### src/rtl/core/rs_enc_pkg.sv
// Package: field constants, generator polynomial and shared types for the RS(255,247) encoder.
`timescale 1ns / 1ps
`default_nettype none

package rs_enc_pkg;

  localparam int DATA_SYMBOLS   = 247;
  localparam int PARITY_SYMBOLS = 8;
  localparam int QUEUE_DEPTH    = 4;

  localparam logic [8:0] GF_POLY = 9'h11D;

  localparam int CNT_W     = $clog2(DATA_SYMBOLS + 1);
  localparam int QPTR_W    = $clog2(QUEUE_DEPTH);
  localparam int QCNT_W    = $clog2(QUEUE_DEPTH + 1);
  localparam int SEL_W     = $clog2(PARITY_SYMBOLS + 1);
  localparam int PAR_IDX_W = $clog2(PARITY_SYMBOLS);

  typedef logic [PARITY_SYMBOLS-1:0][7:0] parity_t;
  typedef logic [PARITY_SYMBOLS:0][7:0]   gen_t;

  // One queued item: the data byte, whether it closes a codeword, and the parity then
  typedef struct packed {
    logic [7:0] data;
    logic       cw_end;
    parity_t    parity;
  } entry_t;

  // Multiply two field elements modulo the field polynomial
  function automatic logic [7:0] gf_mul(input logic [7:0] a, input logic [7:0] b);
    logic [8:0] x;
    logic [7:0] y;
    logic [7:0] r;
    x = {1'b0, a};
    y = b;
    r = '0;
    for (int i = 0; i < 8; i++) begin
      if (y[0]) begin
        r = r ^ x[7:0];
      end
      x = {x[7:0], 1'b0};
      if (x[8]) begin
        x = x ^ GF_POLY;
      end
      y = {1'b0, y[7:1]};
    end
    return r;
  endfunction

  // Expand the product of (x + alpha^i) for i = 1 .. PARITY_SYMBOLS
  function automatic gen_t expand_gen_coef();
    gen_t       g;
    logic [7:0] root;
    g    = '0;
    g[0] = 8'd1;
    root = 8'd1;
    for (int i = 1; i <= PARITY_SYMBOLS; i++) begin
      root = gf_mul(root, 8'd2);
      for (int j = i; j > 0; j--) begin
        g[j] = g[j-1] ^ gf_mul(g[j], root);
      end
      g[0] = gf_mul(g[0], root);
    end
    return g;
  endfunction

  localparam gen_t GEN_COEF = expand_gen_coef();

endpackage

`default_nettype wire

### src/rtl/core/rs_enc_front.sv
// Front end: byte-wide parity LFSR and data counter that build queue items.
`timescale 1ns / 1ps
`default_nettype none

module rs_enc_front
  import rs_enc_pkg::*;
(
  input  wire logic       clk_i,
  input  wire logic       rst_ni,
  input  wire logic       push,
  output logic            full,
  input  wire logic [7:0] data_symbol_i,
  output logic            enq_valid_o,
  input  wire logic       enq_ready_i,
  output entry_t          enq_entry_o
);

  parity_t          par_q, par_d, par_next;
  logic [CNT_W-1:0] cnt_q, cnt_d;
  logic [7:0]       fb;
  logic             cw_end;
  logic             accept;

  assign full        = !enq_ready_i;
  assign enq_valid_o = push;
  assign accept      = push && enq_ready_i;
  assign cw_end      = (cnt_q == CNT_W'(DATA_SYMBOLS - 1));

  // Divide by the generator: shift all stages at once with feedback
  always_comb begin
    fb          = data_symbol_i ^ par_q[PARITY_SYMBOLS-1];
    par_next[0] = gf_mul(GEN_COEF[0], fb);
    for (int j = 1; j < PARITY_SYMBOLS; j++) begin
      par_next[j] = par_q[j-1] ^ gf_mul(GEN_COEF[j], fb);
    end
  end

  // Build the item; the parity snapshot matters only on the codeword's last byte
  always_comb begin
    enq_entry_o.data   = data_symbol_i;
    enq_entry_o.cw_end = cw_end;
    enq_entry_o.parity = par_next;
  end

  // Advance LFSR and counter; clear both after the last data byte
  always_comb begin
    par_d = par_q;
    cnt_d = cnt_q;
    if (accept) begin
      if (cw_end) begin
        par_d = '0;
        cnt_d = '0;
      end else begin
        par_d = par_next;
        cnt_d = cnt_q + 1'b1;
      end
    end
  end

  always_ff @(posedge clk_i or negedge rst_ni) begin
    if (!rst_ni) begin
      par_q <= '0;
      cnt_q <= '0;
    end else begin
      par_q <= par_d;
      cnt_q <= cnt_d;
    end
  end

endmodule

`default_nettype wire

### src/rtl/core/rs_enc_queue.sv
// Short register queue between the encoder front end and the output sequencer.
`timescale 1ns / 1ps
`default_nettype none

module rs_enc_queue
  import rs_enc_pkg::*;
(
  input  wire logic   clk_i,
  input  wire logic   rst_ni,
  input  wire logic   enq_valid_i,
  output logic        enq_ready_o,
  input  wire entry_t enq_entry_i,
  output logic        deq_valid_o,
  input  wire logic   deq_i,
  output entry_t      deq_entry_o
);

  entry_t            mem_q [QUEUE_DEPTH];
  logic [QPTR_W-1:0] wr_q, wr_d, rd_q, rd_d;
  logic [QCNT_W-1:0] cnt_q, cnt_d;
  logic              do_enq, do_deq;

  assign enq_ready_o = (cnt_q != QCNT_W'(QUEUE_DEPTH));
  assign deq_valid_o = (cnt_q != '0);
  assign deq_entry_o = mem_q[rd_q];
  assign do_enq      = enq_valid_i && enq_ready_o;
  assign do_deq      = deq_i && deq_valid_o;

  // Advance pointers with wrap and track the fill level
  always_comb begin
    wr_d  = wr_q;
    rd_d  = rd_q;
    cnt_d = cnt_q;
    if (do_enq) begin
      wr_d = (wr_q == QPTR_W'(QUEUE_DEPTH - 1)) ? '0 : wr_q + 1'b1;
    end
    if (do_deq) begin
      rd_d = (rd_q == QPTR_W'(QUEUE_DEPTH - 1)) ? '0 : rd_q + 1'b1;
    end
    priority if (do_enq && !do_deq) begin
      cnt_d = cnt_q + 1'b1;
    end else if (do_deq && !do_enq) begin
      cnt_d = cnt_q - 1'b1;
    end else begin
      cnt_d = cnt_q;
    end
  end

  always_ff @(posedge clk_i or negedge rst_ni) begin
    if (!rst_ni) begin
      wr_q  <= '0;
      rd_q  <= '0;
      cnt_q <= '0;
    end else begin
      wr_q  <= wr_d;
      rd_q  <= rd_d;
      cnt_q <= cnt_d;
    end
  end

  // Store the item
  always_ff @(posedge clk_i) begin
    if (do_enq) begin
      mem_q[wr_q] <= enq_entry_i;
    end
  end

endmodule

`default_nettype wire

### src/rtl/core/rs_enc_back.sv
// Back end: emits each queued data byte, then the parity bytes at a codeword end.
`timescale 1ns / 1ps
`default_nettype none

module rs_enc_back
  import rs_enc_pkg::*;
(
  input  wire logic   clk_i,
  input  wire logic   rst_ni,
  input  wire logic   deq_valid_i,
  input  wire entry_t deq_entry_i,
  output logic        deq_o,
  output logic        empty,
  input  wire logic   pop,
  output logic [7:0]  out_symbol_o,
  output logic        is_parity_o,
  output logic        last_o
);

  // Zero selects the data byte; k selects the k-th parity byte, highest stage first
  logic [SEL_W-1:0] sel_q, sel_d;
  logic [SEL_W-1:0] ridx;
  logic             take;
  logic             item_done;

  assign empty = !deq_valid_i;
  assign take  = pop && deq_valid_i;
  assign ridx  = SEL_W'(PARITY_SYMBOLS) - sel_q;

  // Select the current result from the head item
  always_comb begin
    if (sel_q == '0) begin
      out_symbol_o = deq_entry_i.data;
      is_parity_o  = 1'b0;
    end else begin
      out_symbol_o = deq_entry_i.parity[ridx[PAR_IDX_W-1:0]];
      is_parity_o  = 1'b1;
    end
    last_o = (sel_q == SEL_W'(PARITY_SYMBOLS));
  end

  // Drop the head item after its final result
  assign item_done = ((sel_q == '0) && !deq_entry_i.cw_end) || last_o;
  assign deq_o     = take && item_done;

  always_comb begin
    sel_d = sel_q;
    if (take) begin
      sel_d = item_done ? '0 : sel_q + 1'b1;
    end
  end

  always_ff @(posedge clk_i or negedge rst_ni) begin
    if (!rst_ni) begin
      sel_q <= '0;
    end else begin
      sel_q <= sel_d;
    end
  end

endmodule

`default_nettype wire

### src/rtl/core/rs_255_247_systematic_encoder.sv
// Top level: RS(255,247) systematic encoder with queue interfaces on both sides.
// An accepted data byte is stored in the item queue, then shown on the result ports.
// Throughput: one data byte per cycle in while full is low, one result per cycle out
// while empty is low; 247 data bytes yield 255 results, 8 of them LFSR parity bytes.
// The 4-entry item queue lets the LFSR take bytes while parity bytes drain.
// Reset (asynchronous, active low) clears the LFSR, counters and queue; empty is high.
`timescale 1ns / 1ps
`default_nettype none

module rs_255_247_systematic_encoder
  import rs_enc_pkg::*;
(
  input  wire logic       clk_i,
  input  wire logic       rst_ni,
  input  wire logic       push,
  output logic            full,
  input  wire logic [7:0] data_symbol_i,
  output logic            empty,
  input  wire logic       pop,
  output logic [7:0]      out_symbol_o,
  output logic            is_parity_o,
  output logic            last_o
);

  logic   enq_valid, enq_ready, deq_valid, deq;
  entry_t enq_entry, deq_entry;

  rs_enc_front u_front (
    .clk_i         (clk_i),
    .rst_ni        (rst_ni),
    .push          (push),
    .full          (full),
    .data_symbol_i (data_symbol_i),
    .enq_valid_o   (enq_valid),
    .enq_ready_i   (enq_ready),
    .enq_entry_o   (enq_entry)
  );

  rs_enc_queue u_queue (
    .clk_i       (clk_i),
    .rst_ni      (rst_ni),
    .enq_valid_i (enq_valid),
    .enq_ready_o (enq_ready),
    .enq_entry_i (enq_entry),
    .deq_valid_o (deq_valid),
    .deq_i       (deq),
    .deq_entry_o (deq_entry)
  );

  rs_enc_back u_back (
    .clk_i        (clk_i),
    .rst_ni       (rst_ni),
    .deq_valid_i  (deq_valid),
    .deq_entry_i  (deq_entry),
    .deq_o        (deq),
    .empty        (empty),
    .pop          (pop),
    .out_symbol_o (out_symbol_o),
    .is_parity_o  (is_parity_o),
    .last_o       (last_o)
  );

endmodule

`default_nettype wire

### config.mk
export PLATFORM = sky130hd
export DESIGN_NAME = rs_255_247_systematic_encoder
export DESIGN_NICKNAME = d
export VERILOG_FILES = /design/src/rtl/core/rs_enc_pkg.sv /design/src/rtl/core/rs_enc_front.sv /design/src/rtl/core/rs_enc_queue.sv /design/src/rtl/core/rs_enc_back.sv /design/src/rtl/core/rs_255_247_systematic_encoder.sv
export SDC_FILE = /design/constraint.sdc
export NUM_CORES = 1
export LEC_CHECK = 0
export ABC_AREA = 0
export BUFFER_PORTS_ARGS = -buffer_cell sky130_fd_sc_hd__clkbuf_2
export CORE_ASPECT_RATIO = 1.25
export CORE_MARGIN = 8
export CORE_UTILIZATION = 45
export DETAILED_ROUTE_END_ITERATION = 10
export HOLD_SLACK_MARGIN = 0.06
export PLACE_DENSITY = 0.69
export SYNTH_ARGS = -nofsm -noshare
export SYNTH_HDL_FRONTEND = slang
export SYNTH_SLANG_ARGS = --single-unit
### constraint.sdc
create_clock -name clk_i -period 3.9 [get_ports clk_i]
set_input_delay 0.39 -clock clk_i [delete_from_list [all_inputs] [get_ports clk_i]]
set_output_delay 0.39 -clock clk_i [all_outputs]
set_load 0.05 [all_outputs]
## Word level (Yosys, flattened, before mapping)

Memories as Yosys holds them, arrays and structs flattened.
Cells that the tools add are included.

- Bits of input ports: 12
- Output and inout bits: 12
- Memories: 1
- Logic and storage cells: 184
- Register bits after elaboration: 83
- Bits in read-only memories: 0
- Latch bits: 0
- RAM bits: 292

- Magnitude comparators: 1
- Bitwise logic cells: 64
- Shifts and indexed selects: 0
- Reductions and logical operators: 16
- Equality and inequality tests: 5
- Multiply operators: 0
- $add $sub $neg: 7
- Divide/modulo/power cells: 0
- Mux-type cells: 77

Memory list:

| memory | words | bits a word | read ports | clocked after Yosys merged registers in | write ports | RTL line | source |
|---|---|---|---|---|---|---|---|
| u_queue.mem_q | 4 | 73 | 1 | 0 | 1 | rs_enc_queue.sv:18 | `entry_t mem_q [QUEUE_DEPTH];` |

Operators by type and width:

| operator | number |
|---|---|
| 8-bit two-way mux | 32 |
| 7-bit two-way mux | 16 |
| 64-bit two-way mux | 1 |
| 8-bit XOR | 8 |
| 6-bit two-way mux | 9 |
| 4-bit inverter | 13 |
| 6-bit inverter | 7 |
| 5-bit inverter | 7 |
| 8-bit binary-select mux with 3-bit select | 1 |
| 3-bit inverter | 8 |
| 5-bit two-way mux | 4 |
| 4-bit two-way mux | 4 |
| 2-bit inverter with 3-bit output | 4 |
| 2-bit inverter | 5 |
| 3-bit two-way mux | 3 |
| 8-bit by 1-bit adder with 8-bit output (second input constant) | 1 |
| 8-bit equality test (second input constant) | 1 |
| 1-bit logical AND | 7 |
| 7-bit inverter | 1 |
| 2-bit two-way mux | 3 |
| 1-bit inverter | 6 |
| 1-bit logical NOT | 5 |
| 2-bit by 1-bit adder with 2-bit output (second input constant) | 2 |
| 4-bit by 1-bit adder with 4-bit output (second input constant) | 1 |
| 14 further kinds | 21 |

## Depth between registers and ports, before layout

- Depth in word-level cells: 18
- Gate-level depth with buffers: 15
- Depth with buffers taken out: 13

## Hierarchy

A second synthesis with hierarchy kept.

- Cells, all modules: 865
- Area total of the unflattened synthesis: 16,090.4 um2

By module, submodules not included:

| module | cells each | instances | area each (um2) |
|---|---|---|---|
| rs_enc_queue | 417 | 1 | 10,949.3 |
| rs_enc_front | 348 | 1 | 4,200.3 |
| rs_enc_back | 100 | 1 | 940.9 |

## Worst setup path before layout

Ideal clock, no wire load.

- Path kind: reg2out
- Start: register u_back.sel_q[0]
- End: output port out_symbol_o[5]
- Arrival: 3.021 ns
- Required time: 3.510 ns
- Cell stages (with the launch flop): 10
- Setup slack: 0.489 ns
- Buffers on the path: 3
- Cell sequence: dfrtp_1 -> clkbuf_1 -> inv_1 -> clkbuf_1 -> ha_1 -> clkbuf_1 -> mux2i_1 -> o211ai_1 -> nand3_1 -> o21ai_0

- Word-level cells in the longest chain between the ends: 4

Ends and longest elaborated chain:

| item | RTL line | source |
|---|---|---|
| start: declaration | rs_enc_back.sv:21 | `logic [SEL_W-1:0] sel_q, sel_d;` |
| start signal: assignment | rs_enc_back.sv:57 | `sel_q <= sel_d;` |
| 1-bit by 3-bit subtractor with 3-bit output | rs_enc_back.sv:28 | `assign ridx = SEL_W'(PARITY_SYMBOLS) - sel_q;` |
| 8-bit binary-select mux with 3-bit select | rs_enc_back.sv:36 | `out_symbol_o = deq_entry_i.parity[ridx[PAR_IDX_W-1:0]];` |
| 8-bit two-way mux (not written as such) | rs_enc_back.sv:36 |  |
| 8-bit two-way mux * | rs_enc_back.sv:32 | `if (sel_q == '0) begin` |
| end: declaration | rs_255_247_systematic_encoder.sv:20 | `output logic [7:0] out_symbol_o,` |

Every way passes the cells marked *; elsewhere a longest branch is shown, timed or not. The select of a mux whose other input is x is not followed.

## Worst setup path in the final report

- Start: register u_queue.rd_q[0]
- End: output port out_symbol_o[3]

- Word-level cells in the longest chain between the ends: 4

Ends and longest elaborated chain:

| item | RTL line | source |
|---|---|---|
| start: declaration | rs_enc_queue.sv:19 | `logic [QPTR_W-1:0] wr_q, wr_d, rd_q, rd_d;` |
| start signal: assignment | rs_enc_queue.sv:56 | `rd_q <= rd_d;` |
| memory read 4 x 73 bit * | -- |  |
| 8-bit binary-select mux with 3-bit select | rs_enc_back.sv:36 |  |
| 8-bit two-way mux (not written as such) | rs_enc_back.sv:36 |  |
| 8-bit two-way mux * | rs_enc_back.sv:32 |  |

Marks and branches as above.

==> flow_metrics.tcl <==
set metrics [dict create \
    row_count 77 \
    slew_viol_final 0 \
    ys_ff_latch 375 \
    port-buffer-count 23 \
    avgSynthCellArea_um2 17.8 \
    grt_pass1_wl_um 52300 \
    initial_utilization 0.452 \
    ys_warn_count 0 \
    mostFrequentLayoutCell "edfxtp_1" \
    min_path_cells 1 \
    tightestPinTransition_ns 0.961 \
    vias_per_cell 5.67 \
    path_buf_inv 2 \
    synth_edf_count 292 \
    dp_hpwl_um 21000 \
    crit_cells 6 \
    reg2reg_depth 8 \
    htreeDepth 2 \
    critPathTopFamily "multiplexers" \
    clockRootBuffer "clkbuf_16" \
    rsz0062_at_grt "false" \
    wl_um 34300 \
    async_flop_share 0.221 \
    grt_max_degree 70 \
    cts_tree "done" \
    core_area_um2 35100 \
    layoutNonFillerInstCount 1440 \
    ff2ff_setup_slack_ns 0.78 \
    clkSinkCount 375 \
    grt_overflow 0 \
    slew_headroom 0.355 \
    drv_cap 0 \
    ys.flop_type "edfxtp_1" \
    syn_inst 889 \
    required_ns 3.51 \
    clock_latency_ns 0.52 \
    criticalPathCategory "reg2out" \
    arrival_ns 3.22 \
    min_period_ns 3.61 \
    routedWlPerCell_um 23.8 \
    syn_to_final_growth_pct 13.2 \
    num_antenna_cells 0 \
    dp_cells 1376 \
    final_cell_mix "edfxtp_1, dfrtp_1, xnor2_1" \
    grt_pass1_vias 8442 \
    cpPeakStageDelay_ns 0.76 \
    whs_ns 0.152 \
    crit_end "out_symbol_o[3]" \
    ys_seq_area_frac 0.684 \
    crit_path_top_delay_cell "dfrtp_4" \
    numCtsBuffers 35 \
    antenna_found_initial 0 \
    fmax_ghz 0.277 \
    grtUsageTotal 0.168 \
    hp-class "in2reg" \
    drive_gt1_frac 0.228 \
    path_cells "buf_4, mux4_2, mux2i_1, a211oi_1, a221o_1, clkbuf_2" \
    period_share 0.925 \
    r2r_start "u_queue.rd_q[0]" \
    finish.utilization 0.512 \
    critPathLaunchType "flop" \
    final.fill_count 2849 \
    ant_nets 0 \
    crit_start "u_queue.rd_q[0]" \
    finalSetupViolCount 0 \
    die_w_um 184 \
    finalHoldViolCount 0 \
    place_congestion 0.737 \
    cts_setup_buffers 0 \
    yosysUniqueCellTypes 52 \
    drtIter0Drc 623 \
    nets 963 \
    endpoint_kind "output port" \
    status "finished, final reports clean" \
    syn-cell-area_um2 15900 \
    timing.rr.end "u_queue.cnt_q[1]" \
    drc 0 \
    setup_tns_ns 0 \
    path_max_fanout 25 \
    clock_path_buffers 3 \
    clk_pin_slew_ns 0.06 \
    die_area_um2 41500 \
    clock_skew_ns 0.0109 \
    drtPass1Iterations 5 \
    io_pins 24 \
    die_h_um 226 \
    syn_nets 912 \
    route.vias.total 8162 \
]
[layout make-up]
type / count / area, um2 / share of cell area
inverter: 12 / 45.0 / 0.00251
sequential: 375 / 10900 / 0.605
multi-input combinational: 455 / 4810 / 0.268
clock inverter: 13 / 183 / 0.0102
timing repair buffer: 61 / 448 / 0.0250
clock buffer: 50 / 1010 / 0.0566
tap: 474 / 593 / 0.0331
[flip-flops by register name, indices dropped and copies added (netlist names)]
name           cells
u_queue.rd_q       2
u_queue.cnt_q      3
u_queue.wr_q       2
u_front.par_q     64
u_front.cnt_q      8
u_back.sel_q       4
u_queue.mem_q    292
[per-layer routing]
metal / GRT usage / share of wire / vias to the layer above
li1: - / - / 3564
met1: 0.204 / 0.39 / 4302
met2: 0.303 / 0.53 / 231
met3: 0.0238 / 0.050 / 65
met4: 0.0532 / 0.024 / 0
met5: 0 / 0 / -
[timing repair]
item                                   CTS  global route
endpoints found under the hold margin   53             0
hold buffers                             1             0
gates resized for setup                  0             0
[worst reg2reg max path, delay by kind of cell, from the launching register on]
| family | cells | cell delay (ns) |
|---|---|---|
| flip-flops | 1 | 0.76 |
| AND/OR/NAND/NOR | 1 | 0.26 |
| AO/OA/AOI/OAI | 1 | 0.42 |
| multiplexers | 2 | 0.84 |
| adder cells (fa/ha/maj) | 2 | 0.58 |
| buffers and inverters | 2 | 0.14 |
[worst min-delay path by stage]
stage	from	end
after CTS	data_symbol_i[5]	u_queue.mem_q[0][70]
after floorplan	rst_ni	u_back.sel_q[0]
after global routing	data_symbol_i[5]	u_queue.mem_q[0][70]
final	data_symbol_i[5]	u_queue.mem_q[0][70]
after global placement	u_queue.cnt_q[2]	u_queue.cnt_q[2]
after detailed placement	u_queue.cnt_q[2]	u_queue.cnt_q[2]
[through the flow]
stage          instance area, um2  setup slack [ns]
5_1_grt                     17900            0.0764
4_1_cts                     17900             0.193
3_3_place_gp                16700             0.776
3_5_place_dp                16700             0.726
6_report                    17900             0.291
2_1_floorplan               15900             0.489
[cells by family (layout without fill, tap and decap cells)]
family / count (synthesis) / after routing / share of synthesized area
AND/OR/NAND/NOR: 77 / 77 / 0.0253
AO/OA/AOI/OAI: 130 / 130 / 0.0643
XOR/XNOR: 140 / 140 / 0.0905
buffers and inverters: 59 / 136 / 0.0152
flip-flops: 375 / 375 / 0.684
adder cells (fa/ha/maj): 11 / 11 / 0.00916
multiplexers: 97 / 97 / 0.111
[cells in the mapped netlist (6+ instances only)]
library cell	count	area, um2
o211ai_1	8	60.1
nor2b_1	6	37.5
nand2_1	24	90.1
edfxtp_1	292	8770
and2_1	11	68.8
xnor2_1	78	683
inv_1	11	41.3
dfrtp_1	83	2080
mux2_2	6	67.6
mux2i_1	28	280
a22o_1	60	526
a211oi_1	13	97.6
o21ai_0	15	75.1
a21oi_1	7	35.0
buf_2	10	50.1
ha_1	10	125
nand3_1	11	55.1
xnor2_2	10	163
xor2_1	43	377
clkbuf_1	32	120
mux4_2	63	1420
Power is not shown: default switching activity piles up to over one toggle a cycle in this logic, so the estimate is an artifact.
